File: config.mk
export PLATFORM = sky130hd
export DESIGN_NAME = ddo_mul
export DESIGN_NICKNAME = d
export VERILOG_FILES = /design/src/hdl/ddo_pkg.sv /design/src/hdl/ddo_mul.sv
export SDC_FILE = /design/constraint.sdc
export NUM_CORES = 2
export LEC_CHECK = 0
export ABC_AREA = 1
export ABC_CLOCK_PERIOD_IN_PS = 8600
export BUFFER_PORTS_ARGS = -buffer_cell sky130_fd_sc_hd__buf_4
export CAP_MARGIN = 10
export CORE_ASPECT_RATIO = 1.25
export CORE_MARGIN = 5
export CORE_UTILIZATION = 35
export DETAILED_ROUTE_END_ITERATION = 10
export HOLD_SLACK_MARGIN = 0.1
export PLACE_DENSITY = 0.62
export SETUP_SLACK_MARGIN = 0.1
export SLEW_MARGIN = 5
export SYNTH_ARGS = -nofsm -noshare
export SYNTH_HDL_FRONTEND = slang
export SYNTH_SLANG_ARGS = --single-unit
File: constraint.sdc
create_clock -name clk -period 8.6 [get_ports clk]
set_clock_uncertainty 0.2 [all_clocks]
set_input_delay 0.86 -clock clk [delete_from_list [all_inputs] [get_ports clk]]
set_output_delay 0.86 -clock clk [all_outputs]
set_load 0.01 [all_outputs]
File: src/hdl/ddo_pkg.sv
// Package for the differential-drive odometry block: constants, item types, states and the arctangent table.
package ddo_pkg;

	// Number of CORDIC rotations per item; the arctangent table holds thirty entries.
	localparam int CORDIC_STEPS = 16;
	localparam int ATAN_ENTRIES = 30;
	localparam int STEP_W = 5;

	// CORDIC datapath width, Q2.30 with headroom.
	localparam int CW = 34;
	localparam logic signed [CW-1:0] CORDIC_START = 34'sd652032874;

	// Configuration port.
	localparam int CFG_IDX_W = 2;
	localparam int CFG_W = 24;
	localparam logic [CFG_IDX_W-1:0] REG_DISTANCE_SCALE = 2'd0;
	localparam logic [CFG_IDX_W-1:0] REG_TURN_GAIN = 2'd1;
	localparam logic [CFG_W-1:0] DISTANCE_SCALE_RST = 24'd5033;
	localparam logic [CFG_W-1:0] TURN_GAIN_RST = 24'd14834176;

	// Shared multiplier operand and product widths.
	localparam int MUL_A_W = 33;
	localparam int MUL_B_W = 25;
	localparam int MUL_P_W = MUL_A_W + MUL_B_W;

	typedef struct packed {
		logic signed [15:0] right_speed;
		logic signed [15:0] left_speed;
	} in_item_t;

	typedef struct packed {
		logic signed [31:0] pos_x;
		logic signed [31:0] pos_y;
		logic signed [31:0] heading;
	} out_item_t;

	// Cosine and sine returned by the CORDIC unit, Q2.30.
	typedef struct packed {
		logic signed [CW-1:0] cos_v;
		logic signed [CW-1:0] sin_v;
	} cordic_res_t;

	typedef enum logic [3:0] {
		ST_IDLE,
		ST_MUL_R,
		ST_MUL_L,
		ST_SUMDIFF,
		ST_TURN_LO,
		ST_TURN_HI,
		ST_MID,
		ST_CORDIC,
		ST_SIGN,
		ST_X_LO,
		ST_X_HI,
		ST_X_ADD,
		ST_Y_LO,
		ST_Y_HI,
		ST_Y_ADD,
		ST_OUT
	} state_t;

	// Arctangent of 2^-i as a binary angle, full turn equals 2^32.
	function automatic logic signed [CW-1:0] atan_at(input logic [STEP_W-1:0] idx);
		logic signed [CW-1:0] v;
		unique case (idx)
			5'd0:  v = 34'sh20000000;
			5'd1:  v = 34'sh12E4051D;
			5'd2:  v = 34'sh09FB385B;
			5'd3:  v = 34'sh051111D4;
			5'd4:  v = 34'sh028B0D43;
			5'd5:  v = 34'sh0145D7E1;
			5'd6:  v = 34'sh00A2F61E;
			5'd7:  v = 34'sh00517C55;
			5'd8:  v = 34'sh0028BE53;
			5'd9:  v = 34'sh00145F2E;
			5'd10: v = 34'sh000A2F98;
			5'd11: v = 34'sh000517CC;
			5'd12: v = 34'sh00028BE6;
			5'd13: v = 34'sh000145F3;
			5'd14: v = 34'sh0000A2F9;
			5'd15: v = 34'sh0000517C;
			5'd16: v = 34'sh000028BE;
			5'd17: v = 34'sh0000145F;
			5'd18: v = 34'sh00000A2F;
			5'd19: v = 34'sh00000517;
			5'd20: v = 34'sh0000028B;
			5'd21: v = 34'sh00000145;
			5'd22: v = 34'sh000000A2;
			5'd23: v = 34'sh00000051;
			5'd24: v = 34'sh00000028;
			5'd25: v = 34'sh00000014;
			5'd26: v = 34'sh0000000A;
			5'd27: v = 34'sh00000005;
			5'd28: v = 34'sh00000002;
			5'd29: v = 34'sh00000001;
			default: v = '0;
		endcase
		return v;
	endfunction

endpackage

File: src/hdl/ddo_mul.sv
// Shared signed multiplier with a registered product.
module ddo_mul
	import ddo_pkg::*;
(
	input  logic                       clk,
	input  logic signed [MUL_A_W-1:0]  op_a,
	input  logic signed [MUL_B_W-1:0]  op_b,
	output logic signed [MUL_P_W-1:0]  prod
);

	logic signed [MUL_P_W-1:0] prod_q;

	// One product per cycle, taken by the sequencer in the following state.
	always_ff @(posedge clk) begin
		prod_q <= MUL_P_W'(op_a) * MUL_P_W'(op_b);
	end

	assign prod = prod_q;

endmodule

==> results by stage <==
Layout:
- Leaving out fill and tap cells, the most frequent cells in the layout are sky130_fd_sc_hd__inv_1, sky130_fd_sc_hd__nand2_1, sky130_fd_sc_hd__fa_1, sky130_fd_sc_hd__ha_1, sky130_fd_sc_hd__buf_4.
- The fraction of layout cells with a size suffix above 1 is 4.26%.
- The register with the most flip-flops in the layout has 58 of them.
- The most common library cell in the layout ignoring fill and taps is sky130_fd_sc_hd__inv_1.
- The final layout contains 5207 nets.
- The layout-stage area growth over the synthesis result is 6.05%.

Hold path:
- The worst hold path passes through 3 cells.
- The worst min-delay path startpoint is op_a[0].
- The worst hold path terminates at prod[0].
- The min-delay analysis places its worst path in the category primary input to flip-flop.

Global route:
- The maximum number of pins on one net before global-route repair is 34.
- The global-route wire length before repair is 149000 um.
- Summed over all layers, the global routing overflow is 0.
- The number of antenna violations at the first check in global routing is 5.
- The number of global-route vias before repair is 26967.
- Across every metal layer, demand over resource in global routing totals 19.3%.

Logic synthesis:
- Summed over all instances, the cell type with the most area after synthesis is sky130_fd_sc_hd__fa_1.
- The number of nets handed over by synthesis was 5273.
- The largest family of logic cells by synthesized area is adder cells.
- The average instance area after synthesis is 7.70 sq um.
- The synthesized netlist devotes 17.8% of its cell area to simple gates.
- Multiplexer cells account for 0% of the synthesized area.
- After synthesis, the largest area contributor takes up 52.0% of total cell area.
- Summing the areas of all fa, ha and maj instances in the mapped netlist gives 58.0% of the synthesized area.
- Summing the areas of all compound-gate instances in the mapped netlist gives 1.38% of the synthesized area.
- Synthesis produced a netlist whose cell count is 4215.
- The synthesized netlist occupies a cell area of 0.0324 sq mm.
- The number of warnings printed during yosys synthesis is 0.
- Of the total synthesized cell area, the portion taken by XOR and XNOR cells is 0.972%.
- In this run, synthesis produced a sequential element count of 58.
- After synthesis, flip-flops and latches occupy 3.58% of the total area.
- The count of different cell masters after synthesis is 34.
- Ranked by total cell area, the synthesized netlist is headed by sky130_fd_sc_hd__fa_1, sky130_fd_sc_hd__inv_1, sky130_fd_sc_hd__nand2_1, sky130_fd_sc_hd__ha_1, sky130_fd_sc_hd__dfxtp_1.

Drt:
- Dividing the detail-routed via count by the number of cells gives 4.64.
- Signal routing reaches up to met5.
- The met2 wire length is 48400 um.
- After detailed routing, the average wire length per cell comes to 17.3 um.
- The iteration-0 DRC count of the detailed router is 1558.
- The wire length the detailed router placed on met1 is 36100 um.
- The number of vias after detailed routing is 24854.
- The routed design has 92600 um of wire.
- The count of nets left with antenna violations once routing finished came out at 0.
- In the routed design, unresolved DRC markers number 0.
- Summed over all nets, wire length on met3 after detailed routing comes to 4890 um.
- The first detailed-routing pass took 6 iterations.

Clock network:
- The number of clock sinks is 58.
- After clock tree synthesis, the clock-pin slew on the worst setup and hold paths is 0.08 ns.
- The clock tree from TritonCTS is yes.
- The root buffer cell chosen for the clock tree is sky130_fd_sc_hd__clkbuf_16.
- The number of CTS-inserted buffers is 9.
- Post-CTS timing repair inserted 0 buffers for setup.
- CTS built an H-tree with a depth of 3.
- The longest clock path from root to sink contains 2 buffers.
- The total of hold buffers inserted after clock tree synthesis is 0.
- Once the clock tree was built, the resizer swapped 0 gates to a different size.

Floorplanning:
- After floorplanning, the core was sized to cover 0.0917 sq mm.
- The die covers 0.0989 sq mm.
- The height of the chip is 350 um.
- The number of ports placed on the die boundary is 117.
- The die is 282 um wide.
- In this run the core area contains 124 standard-cell rows.
- The starting density of the core is 35.4%.

STA:
- Setup repair after global routing left no endpoint under its margin.
- The worst path in the final design needs a cycle of 7.42 ns, including I/O delays and setup.
- The portion of the clock cycle consumed by the worst path in the final layout is 86.3%.
- Setup violations remaining at the end of the flow were counted as 0.
- The count of pins over their slew limit is 0.
- Setup total negative slack on the finished layout was measured at 0 ns.
- The maximum clock frequency is 0.135 GHz.
- For the pin with the worst max-slew slack, the measured transition is 0.995 ns.
- The final hold violation count is 0.
- Measured against its own limit, the worst slew margin works out to 33.5%.

Flow run:
- The total of max-cap violations is 0.

Critical path:
- Along the worst path, the maximum fanout reaches 33.
- The arrival time reported for the critical path endpoint is 7.48 ns.
- The category of the worst setup path capture point is a flip-flop.
- The critical path in this run is classified as primary input to flip-flop.
- The worst setup path is launched from a primary input.
- STA puts the critical path data required time at 8.66 ns.

Outcome:
- The flow ran to the end, and the final reports show no timing, DRC or antenna violations.

Placement:
- During placement, the flow inserted port buffers numbering 116.
- Routability-driven placement finished with a final weighted congestion of 0.953.
- The post-detailed-placement half-perimeter wirelength is 78300 um.
kinds of logic after synthesis:
| logic type | after synthesis |
|---|---|
| buf+inv | 1576 |
| simple gates | 1464 |
| fa+ha+maj | 999 |
| compound gates | 82 |
| flops | 58 |
| xor+xnor | 36 |
worst max path at each step:
stage,slack [ns],endpoint,start
floorplan,1.43,prod[57],op_a[32]
global placement,0.85,prod[57],op_b[2]
detailed placement,0.79,prod[57],op_b[2]
CTS,1.15,prod[57],op_b[2]
global route,0.68,prod[57],op_b[2]
finish,1.18,prod[57],op_b[2]
synth_stat cells:
| library cell | count |
|---|---|
| sky130_fd_sc_hd__o21ai_1 | 1 |
| sky130_fd_sc_hd__a21o_1 | 1 |
| sky130_fd_sc_hd__nand2_2 | 8 |
| sky130_fd_sc_hd__nand3b_1 | 2 |
| sky130_fd_sc_hd__a31oi_1 | 1 |
| sky130_fd_sc_hd__o21a_1 | 1 |
| sky130_fd_sc_hd__xor2_1 | 31 |
| sky130_fd_sc_hd__nor2_4 | 4 |
| sky130_fd_sc_hd__o21bai_1 | 11 |
| sky130_fd_sc_hd__clkbuf_1 | 194 |
| sky130_fd_sc_hd__nor3_1 | 10 |
| sky130_fd_sc_hd__buf_1 | 4 |
| sky130_fd_sc_hd__nand2_1 | 1218 |
| sky130_fd_sc_hd__and3_1 | 1 |
| sky130_fd_sc_hd__nor3_2 | 2 |
| sky130_fd_sc_hd__inv_1 | 1374 |
| sky130_fd_sc_hd__nand3_2 | 3 |
| sky130_fd_sc_hd__and2_2 | 1 |
| sky130_fd_sc_hd__xnor2_1 | 5 |
| sky130_fd_sc_hd__fa_1 | 842 |
| sky130_fd_sc_hd__dfxtp_1 | 58 |
| sky130_fd_sc_hd__o21ai_0 | 16 |
| sky130_fd_sc_hd__a21boi_0 | 1 |
| sky130_fd_sc_hd__nor2_1 | 114 |
| sky130_fd_sc_hd__a21oi_1 | 50 |
| sky130_fd_sc_hd__nand4_1 | 18 |
| sky130_fd_sc_hd__nand3_1 | 62 |
| sky130_fd_sc_hd__nor3b_2 | 1 |
| sky130_fd_sc_hd__or2_2 | 7 |
| sky130_fd_sc_hd__nor4_1 | 1 |
| sky130_fd_sc_hd__nor2_2 | 12 |
| sky130_fd_sc_hd__clkinv_1 | 1 |
| sky130_fd_sc_hd__ha_1 | 157 |
| sky130_fd_sc_hd__inv_2 | 3 |
routing by layer:
metal | vias up | GRT usage (%)
li1 | 11317 | -
met1 | 12639 | 24.1
met2 | 724 | 34.9
met3 | 172 | 2.32
met4 | 2 | 5.87
met5 | - | 0
critical path: stages:
cell	delay, ns
sky130_fd_sc_hd__buf_4	0.38
sky130_fd_sc_hd__nand2_1	0.10
sky130_fd_sc_hd__inv_1	0.12
sky130_fd_sc_hd__fa_1	0.57
sky130_fd_sc_hd__fa_1	0.65
sky130_fd_sc_hd__inv_1	0.21
sky130_fd_sc_hd__fa_1	0.88
sky130_fd_sc_hd__inv_1	0.26
sky130_fd_sc_hd__fa_1	0.51
sky130_fd_sc_hd__fa_1	0.57
sky130_fd_sc_hd__fa_1	0.43
sky130_fd_sc_hd__fa_1	0.45
sky130_fd_sc_hd__ha_1	0.40
sky130_fd_sc_hd__nand2_1	0.13
sky130_fd_sc_hd__nor2_1	0.20
sky130_fd_sc_hd__nand2_1	0.18
sky130_fd_sc_hd__nor4_1	0.23
sky130_fd_sc_hd__nand2_1	0.11
sky130_fd_sc_hd__nand2_1	0.08
sky130_fd_sc_hd__nor2_1	0.04
sky130_fd_sc_hd__nand2_1	0.06
sky130_fd_sc_hd__nand2_1	0.05
through the flow:
stage	cells	util, %	instance area (sq um)	worst slack (ns)	hold WS (ns)
2_1_floorplan	4215	-	32400	1.43	0.940
3_3_place_gp	5335	37.2	34100	0.852	1.05
3_5_place_dp	5335	37.2	34100	0.793	1.05
4_1_cts	5350	37.5	34400	1.15	0.686
5_1_grt	5353	37.5	34400	0.684	0.717
6_report	5353	37.5	34400	1.18	0.701
cell type report:
class                   count  area, sq um
diodes                      3         7.51
clock buffers              10          239
clock inverters             5         55.1
fillers                  9530        57300
inverters                1378         5170
multi-input cells        2581        25400
flip-flops and latches     58         1160
well taps                1197         1500
repair buffers            121          908
Power is not shown: default switching activity piles up to over one toggle a cycle in this logic, so the estimate is an artifact.
